## src/hdl/dsd_pkg.sv

```systemverilog
`timescale 1ns / 1ps
// ----------------------------------------------------------------------------
// dsd_pkg
// Shared types and codes of the delta stream decoder.
// ----------------------------------------------------------------------------
package dsd_pkg;

  typedef enum logic [2:0] {
    KIND_HDR   = 3'd0,
    KIND_INSTR = 3'd1,
    KIND_NEW   = 3'd2,
    KIND_DONE  = 3'd3,
    KIND_ERR   = 3'd4,
    KIND_CLOSE = 3'd5
  } kind_t;

  typedef enum logic [2:0] {
    PH_WSTART,
    PH_HDR,
    PH_SEL,
    PH_ILEN,
    PH_IOFF,
    PH_NEW
  } phase_t;

  localparam logic [1:0] ACT_SRC = 2'd0;
  localparam logic [1:0] ACT_TGT = 2'd1;
  localparam logic [1:0] ACT_NEW = 2'd2;
  localparam logic [1:0] ACT_BAD = 2'd3;

  localparam logic [3:0] ERR_NONE      = 4'd0;
  localparam logic [3:0] ERR_MAGIC     = 4'd1;
  localparam logic [3:0] ERR_OVERFLOW  = 4'd2;
  localparam logic [3:0] ERR_BACKWARD  = 4'd3;
  localparam logic [3:0] ERR_SELECTOR  = 4'd4;
  localparam logic [3:0] ERR_ZERO_LEN  = 4'd5;
  localparam logic [3:0] ERR_TGT_OVF   = 4'd6;
  localparam logic [3:0] ERR_SRC_OVF   = 4'd7;
  localparam logic [3:0] ERR_TGT_AHEAD = 4'd8;
  localparam logic [3:0] ERR_NEW_OVF   = 4'd9;
  localparam logic [3:0] ERR_UNFILLED  = 4'd10;
  localparam logic [3:0] ERR_NEW_SHORT = 4'd11;
  localparam logic [3:0] ERR_TRUNC     = 4'd12;
  localparam logic [3:0] ERR_EARLY_END = 4'd13;

  localparam logic [7:0] MAGIC [4] = '{8'h53, 8'h56, 8'h4e, 8'h00};

  localparam int TDATA_W = 112;

  typedef struct packed {
    kind_t       kind;
    logic [1:0]  action;
    logic [31:0] length;
    logic [31:0] offset;
    logic [31:0] target_len;
    logic [7:0]  data_byte;
    logic [3:0]  error_code;
    logic        last;
  } res_t;

  typedef struct packed {
    logic v0;
    logic v1;
    res_t r0;
    res_t r1;
  } push_t;

endpackage

```

## src/hdl/dsd_fifo.sv

```systemverilog
`timescale 1ns / 1ps
// ----------------------------------------------------------------------------
// dsd_fifo
// Four-entry result queue: up to two writes, one read per cycle.
// ----------------------------------------------------------------------------
module dsd_fifo (
  input  logic           clk,
  input  logic           rst_n,
  input  dsd_pkg::push_t push,
  input  logic           pop,
  output dsd_pkg::res_t  head,
  output logic           head_valid,
  output logic           room
);
  import dsd_pkg::*;

  res_t       mem_r [4];
  logic [1:0] wr_r, wr_nxt, rd_r, rd_nxt;
  logic [2:0] cnt_r, cnt_nxt;
  logic       do_pop;

  assign head_valid = (cnt_r != 3'd0);
  assign head       = mem_r[rd_r];
  assign room       = (cnt_r <= 3'd2);
  assign do_pop     = pop && head_valid;

  always_comb begin
    wr_nxt  = wr_r + {1'b0, push.v0} + {1'b0, push.v1};
    rd_nxt  = rd_r + {1'b0, do_pop};
    cnt_nxt = cnt_r + {2'b0, push.v0} + {2'b0, push.v1} - {2'b0, do_pop};
  end

  always_ff @(posedge clk) begin
    if (!rst_n) begin
      wr_r  <= '0;
      rd_r  <= '0;
      cnt_r <= '0;
    end else begin
      wr_r  <= wr_nxt;
      rd_r  <= rd_nxt;
      cnt_r <= cnt_nxt;
    end
  end

  always_ff @(posedge clk) begin
    if (push.v0) mem_r[wr_r] <= push.r0;
    if (push.v1) mem_r[wr_r + 2'd1] <= push.r1;
  end

endmodule

```

## src/hdl/dsd_core.sv

```systemverilog
`timescale 1ns / 1ps
// ----------------------------------------------------------------------------
// dsd_core
// Input register and per-byte decode: magic, window header, instructions,
// new data and close; produces up to two results per byte.
// ----------------------------------------------------------------------------
module dsd_core #(
  parameter int VALUE_BITS = 32
) (
  input  logic           clk,
  input  logic           rst_n,
  input  logic           in_valid,
  output logic           in_ready,
  input  logic [7:0]     in_byte,
  input  logic           in_close,
  input  logic           strict_close,
  input  logic           room,
  output dsd_pkg::push_t push
);
  import dsd_pkg::*;

  localparam int W = VALUE_BITS;

  typedef struct packed {
    logic [3:0]   err;
    logic [W-1:0] off;
    logic [W-1:0] tp;
    logic [W-1:0] np;
  } fin_t;

  function automatic logic [31:0] to32(input logic [W-1:0] v);
    logic [W+31:0] t;
    t = {32'b0, v};
    return t[31:0];
  endfunction

  function automatic res_t mk(input kind_t k, input logic [1:0] a, input logic [W-1:0] l,
                              input logic [W-1:0] o, input logic [W-1:0] tl,
                              input logic [7:0] d, input logic [3:0] e);
    res_t r;
    r.kind = k; r.action = a; r.length = to32(l); r.offset = to32(o);
    r.target_len = to32(tl); r.data_byte = d; r.error_code = e; r.last = 1'b0;
    return r;
  endfunction

  function automatic fin_t fin(input logic [1:0] act, input logic [W-1:0] len,
                               input logic [W-1:0] off, input logic [W-1:0] tvl,
                               input logic [W-1:0] tp, input logic [W-1:0] svl,
                               input logic [W-1:0] ndl, input logic [W-1:0] np);
    fin_t f;
    f.err = ERR_NONE; f.off = off; f.tp = tp + len; f.np = np;
    if (len == '0) f.err = ERR_ZERO_LEN;
    else if (len > tvl - tp) f.err = ERR_TGT_OVF;
    else if (act == ACT_SRC) begin
      if (off > svl || len > svl - off) f.err = ERR_SRC_OVF;
    end else if (act == ACT_TGT) begin
      if (off >= tp) f.err = ERR_TGT_AHEAD;
    end else begin
      if (len > ndl - np) f.err = ERR_NEW_OVF;
      f.off = np;
      f.np  = np + len;
    end
    return f;
  endfunction

  // input register
  logic       s_v_r;
  logic [7:0] s_b_r;
  logic       s_c_r;
  logic       fire;

  assign fire     = s_v_r && room;
  assign in_ready = !s_v_r || fire;

  always_ff @(posedge clk) begin
    if (!rst_n) s_v_r <= 1'b0;
    else if (in_ready) s_v_r <= in_valid;
  end

  always_ff @(posedge clk) begin
    if (in_ready && in_valid) begin
      s_b_r <= in_byte;
      s_c_r <= in_close;
    end
  end

  // decoder state
  logic [2:0]   magic_r, magic_nxt;
  phase_t       phase_r, phase_nxt;
  logic [W-1:0] acc_r, acc_nxt;
  logic [2:0]   fi_r, fi_nxt;
  logic [W-1:0] svo_r, svo_nxt, svl_r, svl_nxt, tvl_r, tvl_nxt;
  logic [W-1:0] insr_r, insr_nxt, ndl_r, ndl_nxt, newr_r, newr_nxt;
  logic [W-1:0] tp_r, tp_nxt, np_r, np_nxt;
  logic [1:0]   act_r, act_nxt;
  logic [W-1:0] clen_r, clen_nxt, pso_r, pso_nxt, psl_r, psl_nxt;
  logic         failed_r, failed_nxt, closed_r, closed_nxt;

  res_t         em [2];
  logic [1:0]   cnt;
  logic         do_end, do_wd, complete;
  logic [W:0]   sum, psum;
  logic [W-1:0] acc_new, off_v;
  fin_t         f;

  always_comb begin
    magic_nxt = magic_r; phase_nxt = phase_r; acc_nxt = acc_r; fi_nxt = fi_r;
    svo_nxt = svo_r; svl_nxt = svl_r; tvl_nxt = tvl_r; insr_nxt = insr_r;
    ndl_nxt = ndl_r; newr_nxt = newr_r; tp_nxt = tp_r; np_nxt = np_r;
    act_nxt = act_r; clen_nxt = clen_r; pso_nxt = pso_r; psl_nxt = psl_r;
    failed_nxt = failed_r; closed_nxt = closed_r;
    em[0] = '0; em[1] = '0; cnt = 2'd0;
    do_end = 1'b0; do_wd = 1'b0; complete = 1'b0;
    sum = '0; psum = '0; acc_new = '0; off_v = '0; f = '0;

    if (fire && !failed_r && !closed_r) begin
      if (s_c_r) begin
        if (strict_close && (magic_r < 3'd4 || phase_r != PH_WSTART)) begin
          failed_nxt = 1'b1;
          em[0] = mk(KIND_ERR, '0, '0, '0, '0, '0, ERR_EARLY_END);
        end else begin
          closed_nxt = 1'b1;
          em[0] = mk(KIND_CLOSE, '0, '0, '0, '0, '0, ERR_NONE);
        end
        cnt = 2'd1;
      end else if (magic_r < 3'd4) begin
        if (s_b_r != MAGIC[magic_r[1:0]]) begin
          failed_nxt = 1'b1;
          em[0] = mk(KIND_ERR, '0, '0, '0, '0, '0, ERR_MAGIC);
          cnt = 2'd1;
        end else magic_nxt = magic_r + 3'd1;
      end else if (phase_r == PH_WSTART || phase_r == PH_HDR) begin
        if (phase_r == PH_WSTART) begin
          fi_nxt = '0;
          acc_nxt = '0;
        end
        phase_nxt = PH_HDR;
        acc_new = {acc_nxt[W-8:0], s_b_r[6:0]};
        if (acc_nxt[W-1:W-7] != '0) begin
          failed_nxt = 1'b1;
          em[0] = mk(KIND_ERR, '0, '0, '0, '0, '0, ERR_OVERFLOW);
          cnt = 2'd1;
        end else if (s_b_r[7]) begin
          acc_nxt = acc_new;
        end else begin
          case (fi_nxt)
            3'd0:    svo_nxt  = acc_new;
            3'd1:    svl_nxt  = acc_new;
            3'd2:    tvl_nxt  = acc_new;
            3'd3:    insr_nxt = acc_new;
            default: ndl_nxt  = acc_new;
          endcase
          acc_nxt = '0;
          if (fi_nxt >= 3'd4) begin
            fi_nxt = '0;
            sum  = {1'b0, svo_nxt} + {1'b0, svl_nxt};
            psum = {1'b0, pso_r} + {1'b0, psl_r};
            if (sum[W]) begin
              failed_nxt = 1'b1;
              em[0] = mk(KIND_ERR, '0, '0, '0, '0, '0, ERR_OVERFLOW);
              cnt = 2'd1;
            end else if (svl_nxt != '0 && (svo_nxt < pso_r || sum < psum)) begin
              failed_nxt = 1'b1;
              em[0] = mk(KIND_ERR, '0, '0, '0, '0, '0, ERR_BACKWARD);
              cnt = 2'd1;
            end else begin
              pso_nxt = svo_nxt; psl_nxt = svl_nxt;
              tp_nxt = '0; np_nxt = '0;
              em[0] = mk(KIND_HDR, '0, svl_nxt, svo_nxt, tvl_nxt, '0, ERR_NONE);
              cnt = 2'd1;
              if (insr_nxt == '0) do_end = 1'b1;
              else phase_nxt = PH_SEL;
            end
          end else fi_nxt = fi_nxt + 3'd1;
        end
      end else if (phase_r == PH_NEW) begin
        em[0] = mk(KIND_NEW, '0, '0, '0, '0, s_b_r, ERR_NONE);
        cnt = 2'd1;
        newr_nxt = newr_r - W'(1);
        if (newr_nxt == '0) do_wd = 1'b1;
      end else begin
        insr_nxt = insr_r - W'(1);
        if (phase_r == PH_SEL) begin
          if (s_b_r[7:6] == ACT_BAD) begin
            failed_nxt = 1'b1;
            em[0] = mk(KIND_ERR, '0, '0, '0, '0, '0, ERR_SELECTOR);
            cnt = 2'd1;
          end else begin
            act_nxt  = s_b_r[7:6];
            clen_nxt = W'(s_b_r[5:0]);
            acc_nxt  = '0;
            if (s_b_r[5:0] == 6'd0) phase_nxt = PH_ILEN;
            else if (s_b_r[7:6] == ACT_NEW) complete = 1'b1;
            else phase_nxt = PH_IOFF;
          end
        end else begin
          acc_new = {acc_r[W-8:0], s_b_r[6:0]};
          if (acc_r[W-1:W-7] != '0) begin
            failed_nxt = 1'b1;
            em[0] = mk(KIND_ERR, '0, '0, '0, '0, '0, ERR_OVERFLOW);
            cnt = 2'd1;
          end else if (s_b_r[7]) begin
            acc_nxt = acc_new;
          end else begin
            acc_nxt = '0;
            if (phase_r == PH_ILEN) begin
              clen_nxt = acc_new;
              if (act_r == ACT_NEW) complete = 1'b1;
              else phase_nxt = PH_IOFF;
            end else begin
              off_v = acc_new;
              complete = 1'b1;
            end
          end
        end
        // complete here means an instruction is ready to be checked
        if (complete) begin
          f = fin(act_nxt, clen_nxt, off_v, tvl_r, tp_r, svl_r, ndl_r, np_r);
          if (f.err != ERR_NONE) begin
            failed_nxt = 1'b1;
            em[0] = mk(KIND_ERR, '0, '0, '0, '0, '0, f.err);
            cnt = 2'd1;
          end else begin
            tp_nxt = f.tp; np_nxt = f.np;
            em[0] = mk(KIND_INSTR, act_nxt, clen_nxt, f.off, '0, '0, ERR_NONE);
            cnt = 2'd1;
            phase_nxt = PH_SEL;
          end
        end
        if (!failed_nxt && insr_nxt == '0) begin
          if (complete) do_end = 1'b1;
          else begin
            failed_nxt = 1'b1;
            em[cnt[0]] = mk(KIND_ERR, '0, '0, '0, '0, '0, ERR_TRUNC);
            cnt = cnt + 2'd1;
          end
        end
      end

      // end of the instruction section
      if (do_end) begin
        if (tp_nxt != tvl_nxt) begin
          failed_nxt = 1'b1;
          em[cnt[0]] = mk(KIND_ERR, '0, '0, '0, '0, '0, ERR_UNFILLED);
          cnt = cnt + 2'd1;
        end else if (np_nxt != ndl_nxt) begin
          failed_nxt = 1'b1;
          em[cnt[0]] = mk(KIND_ERR, '0, '0, '0, '0, '0, ERR_NEW_SHORT);
          cnt = cnt + 2'd1;
        end else begin
          newr_nxt = ndl_nxt;
          if (ndl_nxt == '0) do_wd = 1'b1;
          else phase_nxt = PH_NEW;
        end
      end
      if (do_wd) begin
        em[cnt[0]] = mk(KIND_DONE, '0, '0, '0, '0, '0, ERR_NONE);
        cnt = cnt + 2'd1;
        phase_nxt = PH_WSTART;
        fi_nxt = '0;
        acc_nxt = '0;
      end
      if (cnt == 2'd2) em[1].last = 1'b1;
      else em[0].last = 1'b1;
    end

    push.v0 = (cnt != 2'd0);
    push.v1 = (cnt == 2'd2);
    push.r0 = em[0];
    push.r1 = em[1];
  end

  always_ff @(posedge clk) begin
    if (!rst_n) begin
      magic_r <= '0; phase_r <= PH_WSTART; acc_r <= '0; fi_r <= '0;
      svo_r <= '0; svl_r <= '0; tvl_r <= '0; insr_r <= '0; ndl_r <= '0;
      newr_r <= '0; tp_r <= '0; np_r <= '0; act_r <= '0; clen_r <= '0;
      pso_r <= '0; psl_r <= '0; failed_r <= 1'b0; closed_r <= 1'b0;
    end else begin
      magic_r <= magic_nxt; phase_r <= phase_nxt; acc_r <= acc_nxt; fi_r <= fi_nxt;
      svo_r <= svo_nxt; svl_r <= svl_nxt; tvl_r <= tvl_nxt; insr_r <= insr_nxt;
      ndl_r <= ndl_nxt; newr_r <= newr_nxt; tp_r <= tp_nxt; np_r <= np_nxt;
      act_r <= act_nxt; clen_r <= clen_nxt; pso_r <= pso_nxt; psl_r <= psl_nxt;
      failed_r <= failed_nxt; closed_r <= closed_nxt;
    end
  end

endmodule

```

## src/hdl/delta_stream_decoder.sv

```systemverilog
`timescale 1ns / 1ps
// An accepted byte is held in the input register, decoded from it into the
// result queue once the queue has room, and presented from the queue head.
// Throughput: one byte per cycle; a byte giving two results briefly takes
// the result queue's spare slot; input is held off while three or more wait.
// Reset: synchronous, active low; clears decoder state and queue, sets strict_close to 1.
// ----------------------------------------------------------------------------
// delta_stream_decoder
// Byte-serial version-0 delta stream decoder with stream in and result out.
// ----------------------------------------------------------------------------
module delta_stream_decoder #(
  parameter int VALUE_BITS = 32
) (
  input  logic                        clk,
  input  logic                        rst_n,
  input  logic                        in_tvalid,
  output logic                        in_tready,
  input  logic [7:0]                  in_tdata,   // [7:0] byte_in
  input  logic                        in_tuser,   // close_stream
  output logic                        out_tvalid,
  input  logic                        out_tready,
  // [1:0] action, [33:2] length, [65:34] offset, [97:66] target_len,
  // [105:98] data_byte, [109:106] error_code, [111:110] zero
  output logic [dsd_pkg::TDATA_W-1:0] out_tdata,
  output logic [2:0]                  out_tuser,  // kind
  output logic                        out_tlast,  // last
  input  logic                        cfg_we,
  input  logic                        cfg_wdata   // strict_close
);
  import dsd_pkg::*;

  logic  strict_r;
  logic  room;
  push_t push;
  res_t  head;

  always_ff @(posedge clk) begin
    if (!rst_n) strict_r <= 1'b1;
    else if (cfg_we) strict_r <= cfg_wdata;
  end

  dsd_core #(.VALUE_BITS(VALUE_BITS)) u_core (
    .clk          (clk),
    .rst_n        (rst_n),
    .in_valid     (in_tvalid),
    .in_ready     (in_tready),
    .in_byte      (in_tdata),
    .in_close     (in_tuser),
    .strict_close (strict_r),
    .room         (room),
    .push         (push)
  );

  dsd_fifo u_fifo (
    .clk        (clk),
    .rst_n      (rst_n),
    .push       (push),
    .pop        (out_tready),
    .head       (head),
    .head_valid (out_tvalid),
    .room       (room)
  );

  assign out_tdata = {2'b00, head.error_code, head.data_byte, head.target_len,
                      head.offset, head.length, head.action};
  assign out_tuser = head.kind;
  assign out_tlast = head.last;

endmodule

```

## config.mk

```make
export PLATFORM = sky130hd
export DESIGN_NAME = delta_stream_decoder
export DESIGN_NICKNAME = d
export VERILOG_FILES = /design/src/hdl/dsd_pkg.sv /design/src/hdl/dsd_fifo.sv /design/src/hdl/dsd_core.sv /design/src/hdl/delta_stream_decoder.sv
export SDC_FILE = /design/constraint.sdc
export NUM_CORES = 2
export LEC_CHECK = 0
export ABC_AREA = 1
export ABC_CLOCK_PERIOD_IN_PS = 17790
export BUFFER_PORTS_ARGS = -buffer_cell sky130_fd_sc_hd__buf_4
export CORE_MARGIN = 8
export CORE_UTILIZATION = 35
export DETAILED_ROUTE_END_ITERATION = 7
export GPL_TIMING_DRIVEN = 0
export HOLD_SLACK_MARGIN = 0.05
export SLEW_MARGIN = 40
export SYNTH_ARGS = -nofsm -noshare
export SYNTH_HDL_FRONTEND = slang
export SYNTH_SLANG_ARGS = --single-unit
export TNS_END_PERCENT = 20
```

## constraint.sdc

```tcl
create_clock -name clk -period 17.79 [get_ports clk]
set_clock_uncertainty 0.05 [all_clocks]
set_input_delay 0 -clock clk [delete_from_list [all_inputs] [get_ports clk]]
set_output_delay 0 -clock clk [all_outputs]
set_load 0.02 [all_outputs]
```

==> metrics list <==
* Dominant synthesized flop cell: sky130_fd_sc_hd__edfxtp_1
- Main combinational cell family by area after synthesis: simple AND/OR/NAND/NOR gates
- Most used standard cells in the synthesized netlist: sky130_fd_sc_hd__nand2_1, sky130_fd_sc_hd__inv_1, sky130_fd_sc_hd__o21ai_0
- Routing usage on met3: ~6.9%
- Number of gates resized after cts: 0
* Clock tree from TritonCTS: yes
- Post-CTS Setup Repair Bufs: 0
- Power dissipated by switching net loads: 2980 uW
- Buffers on Ports: 129
- Average wire length per cell after detail routing: about 27 um
- Entering global routing, the biggest net connects 32 pins.
- Met1 routing resource usage after global routing: 39.7%
- Derived from the worst setup path, the maximum achievable clock frequency is a little over 70 MHz.
* Root Buffer: sky130_fd_sc_hd__clkbuf_16
* Origin of the worst min-delay path: in_tvalid
- Measured along the y axis, the die boundary spans ~440 um.
- GR met2 Demand/Resource: 47.7%
- The most critical setup path has its startpoint at u_core.phase_r[0]$_SDFFE_PN0P_.
* CP Launch Type: flop
- First DRT Iteration DRCs: 7,975
* Placement-stage cell area: ~67,000 um^2
- For this design the static power due to leakage is around 0.033 uW.
- The post-route netlist has ~7.1% of its cells at a drive strength greater than 1.
* RSZ-0062 raised after global routing: no
- Dividing the detail-routed via count by the number of cells gives about 5.7.
- Summing the areas of all xor and xnor instances in the mapped netlist gives ~3.5% of the synthesized area.
- The region available for standard cell placement spans 176,000 um^2.
- In this run, distinct cell masters in the synthesized netlist total 57.
* Endpoint, Worst Hold: u_core.s_v_r$_SDFFE_PN0N_
- Setup slack on the worst reg-to-reg path comes out at 3.65 ns.
- #FFs+latches synth: ~870
* Sequential-to-total area share from yosys stat: between 30% and 40%
- Via count: approximately 65,000
- Final Max Tran Viols: 0
- The number of antenna violations at the first check in global routing is 31.
- Dividing the final minimum period by the clock period gives between 70% and 80%.
- Final standard cell count with taps included and fillers excluded: about 12,000
* Internal Pwr Total: around 4400 uW
- Top post-synthesis cells by area: sky130_fd_sc_hd__edfxtp_1, sky130_fd_sc_hd__dfxtp_1, sky130_fd_sc_hd__nand2_1, sky130_fd_sc_hd__ha_1, sky130_fd_sc_hd__o21ai_0
- The cell count after synthesis came out at around 8,800.
- Among the stages of the critical path, the cell type that occurs most often is sky130_fd_sc_hd__nand2_1.
* Number of enable-type register cells in the synthesized netlist: about 470
- The floorplan has around 150 rows.
- The worst-case IR drop observed on VDD is roughly 90 uV.
- Overflow left after global routing: 0
- The first global-routing pass estimated roughly 440 mm of wire.
* Worst setup path category: flop to flop
* Clock-pin slew on the worst setup and hold paths: ~0.060 ns
- The tool flagged a number of max-cap violations equal to 0.
* Global router's overall resource usage: 31.2%
* Gp weighted congestion: approximately 1.1
- Area occupied by registers: between 20,000 and 25,000 um^2
* Synthesized area: between 60,000 and 70,000 um^2
* Final hold violation count: 0
* Library cell occupying the most area in the post-synthesis netlist: sky130_fd_sc_hd__edfxtp_1
* Tightest hold margin: 0.170 ns
- The synthesized netlist devotes 8.94% of its cell area to adder and majority cells.
- Syn Area/Cell: ~7.1 um^2
* Worst-case reg-to-reg path depth: between 60 and 70
- Summing all multi-input logic gate instances after layout gives 33,900 um^2.
- Endpoints failing setup: 0
- Summing all non-filler instances in the final layout gives an area of 70,900 um^2.
* Async SR Flop Fraction: 0%
* Number of global-route vias before repair: about 60,000
- Gate power share: between 30% and 40%
- Buffers inserted during clock tree synthesis total 105.
* Slowest cell on the critical path: sky130_fd_sc_hd__clkbuf_1
- The design draws 7430 uW.
* Data arrival time of the critical path: between 10 and 15 ns
- Counting tap cells, the placed design contains a total of ~11,000 instances.
- sky130_fd_sc_hd__nand2_1 is the most common cell in the netlist.
- Data on the critical path is required at its endpoint by ~18 ns.
- Width of the chip: 438 um
* Endpoint type of the worst setup path: flop
* Worst reg2reg startpoint: u_core.phase_r[0]$_SDFFE_PN0P_
- For this run, design rule violations remaining after detail routing come to 0.
* Starting density of the core: 35.3%
- The number of hold buffers added after CTS was 25.
* Power density over cell area: approximately 100 nW/um^2
- Headroom to the max-slew limit came out at between 30% and 40%.
* Length of the first detailed-routing pass in iterations: 7
- Grt peak-use layer: met2
- The clock passes through at most 3 buffers.
- The endpoint identified for the worst register-to-register timing path is u_fifo.mem_r[2][83]$_SDFFCE_PP0P_.
- Maximum cell stage delay along the critical path: approximately 0.57 ns
- In the final design database the tool counted between 9,000 and 10,000 nets.
- Post-synthesis share of cell area spent on and, or, nand and nor gates: a little under a quarter
- Registers are responsible for 32.0% of the overall power.
* Slew @ Worst Pin: just over 1 ns
- The top cell type by area accounts for between 20 and 25% of the synthesized area.
- The clock net in this run drives a total of between 800 and 900 sinks.
* Compound-cell area share of the yosys netlist: between 10% and 20%
- Peak fanout along the critical path: 26
* Worst hold stages: 4
* Top Ports: around 130
- Number of H-tree branching levels: 3
* Total number of yosys warnings: 0
- At the later pin of the worst-skew pair, clock insertion delay measures 0.79 ns.
* Residual antenna-violating net count after detailed routing: 0
- Wirelength, routed: 315 mm
* Layout overhead on the synthesized area: 13.9%
- In this run switching power makes up between 40% and 50% of total power.
- In the synthesized netlist, mux cells make up 0% of the area.
* Placed wire-length estimate after detailed placement: between 200 and 250 mm
* Part of the power in the clock network: 31.1%
- In this run the worst hold path is classified as input pin to flop.
* Filler cell count in the final layout: between 15,000 and 20,000
* Area of the die: about 190,000 um^2
- Run status: finished clean
- The worst path in the final design needs a cycle of approximately 14 ns, including I/O delays and setup.
-- layer usage --
metal / vias to the layer above / part of all wire [%]
met1: 31013 / 40
met3: 831 / 10
met4: 16 / 7.8
met5: - / 0.060
met2: 3568 / 43
li1: 29987 / -
-- power by group through the flow --
stage / Clock, uW / Combinational (uW) / Sequential, uW
floorplan: 0 / 1680 / 2360
global placement: 0 / 2660 / 2430
detailed placement: 0 / 2690 / 2410
CTS: 2320 / 2710 / 2370
global route: 2400 / 2960 / 2380
finish: 2310 / 2740 / 2380
-- worst max-delay path: cells and delay by family (launching register included) --
kind                       cells  cell delay (ns)
xor gates and xnor gates       1             0.12
adders and majority gates      4             1.28
and+or+nand+nor               36             6.12
DFF                            1             0.30
buffers and inverters         14             3.36
AOI/OAI and AO/OA             11             2.50
-- state kept, by name (all words and copies together) (netlist names), 8 cells and up --
name,count
u_core.pso_r,32
u_core.insr_r,32
u_core.psl_r,32
u_core.svl_r,32
u_core.acc_r,32
u_core.np_r,32
u_core.ndl_r,32
u_core.s_b_r,8
u_fifo.mem_r,456
u_core.clen_r,32
u_core.svo_r,32
u_core.newr_r,32
u_core.tp_r,32
u_core.tvl_r,32
-- cell families (layout without fill, tap and decap cells) --
logic type,after synthesis,after routing
fa+ha+maj,439,439
buf+inv,1667,2047
flops,871,871
other cells,2,19
simple gates,3417,3417
xor+xnor,252,252
compound gates,2171,2171
-- how the worst max path moves through the flow --
stage | to | cells after the start
2_1_floorplan | u_fifo.mem_r[3][0]$_DFFE_PP_ | 69
3_3_place_gp | u_fifo.mem_r[3][82]$_SDFFCE_PP0P_ | 65
3_5_place_dp | u_fifo.mem_r[2][82]$_SDFFCE_PP0P_ | 67
4_1_cts | u_fifo.mem_r[2][83]$_SDFFCE_PP0P_ | 68
5_1_grt | u_fifo.mem_r[2][83]$_SDFFCE_PP0P_ | 68
6_report | u_fifo.mem_r[2][83]$_SDFFCE_PP0P_ | 66
-- stage by stage --
stage,setup WS (ns),TNS [ns],utilization (%)
finish,3.65,0,40.1
CTS,3.87,0,40.1
floorplan,3.23,0,-
detailed placement,3.94,0,37.9
global route,2.79,0,40.1
global placement,-5.26,-1158.87,37.5
-- layout make-up --
cell class | instances | share of cell area, %
sequential | 871 | 31.2
multi-input combinational | 6283 | 47.8
antenna | 15 | 0.0530
clock inverter | 53 | 1.01
buffer | 428 | 2.66
clock buffer | 141 | 4.13
tap | 2340 | 4.13
inverter | 1239 | 6.56
timing repair buffer | 186 | 2.44
-- cell usage in the layout (no fill, tap or decap), types with 35 or more instances in the layout --
| master | netlist | layout |
|---|---|---|
| sky130_fd_sc_hd__ha_1 | 430 | 430 |
| sky130_fd_sc_hd__nand2_1 | 1905 | 1874 |
| sky130_fd_sc_hd__dfxtp_1 | 406 | 406 |
| sky130_fd_sc_hd__nor3_1 | 93 | 88 |
| sky130_fd_sc_hd__nand2_2 | 12 | 41 |
| sky130_fd_sc_hd__nor4_1 | 40 | 35 |
| sky130_fd_sc_hd__nand3_1 | 416 | 416 |
| sky130_fd_sc_hd__nor2_1 | 800 | 794 |
| sky130_fd_sc_hd__o21ai_0 | 926 | 890 |
| sky130_fd_sc_hd__inv_1 | 1183 | 1171 |
| sky130_fd_sc_hd__a211oi_1 | 40 | 40 |
| sky130_fd_sc_hd__o21ai_1 | 98 | 127 |
| sky130_fd_sc_hd__xor2_1 | 141 | 141 |
| sky130_fd_sc_hd__clkbuf_16 | 0 | 106 |
| sky130_fd_sc_hd__buf_4 | 17 | 147 |
| sky130_fd_sc_hd__inv_2 | 50 | 62 |
| sky130_fd_sc_hd__xnor2_1 | 111 | 111 |
| sky130_fd_sc_hd__a21oi_1 | 754 | 752 |
| sky130_fd_sc_hd__o22ai_1 | 119 | 119 |
| sky130_fd_sc_hd__nand4_1 | 88 | 88 |
| sky130_fd_sc_hd__edfxtp_1 | 465 | 465 |
| sky130_fd_sc_hd__buf_2 | 64 | 69 |
| sky130_fd_sc_hd__o211ai_1 | 82 | 82 |
| sky130_fd_sc_hd__clkbuf_1 | 319 | 300 |
| sky130_fd_sc_hd__clkbuf_2 | 0 | 40 |
(Power assumes the default switching activity.)
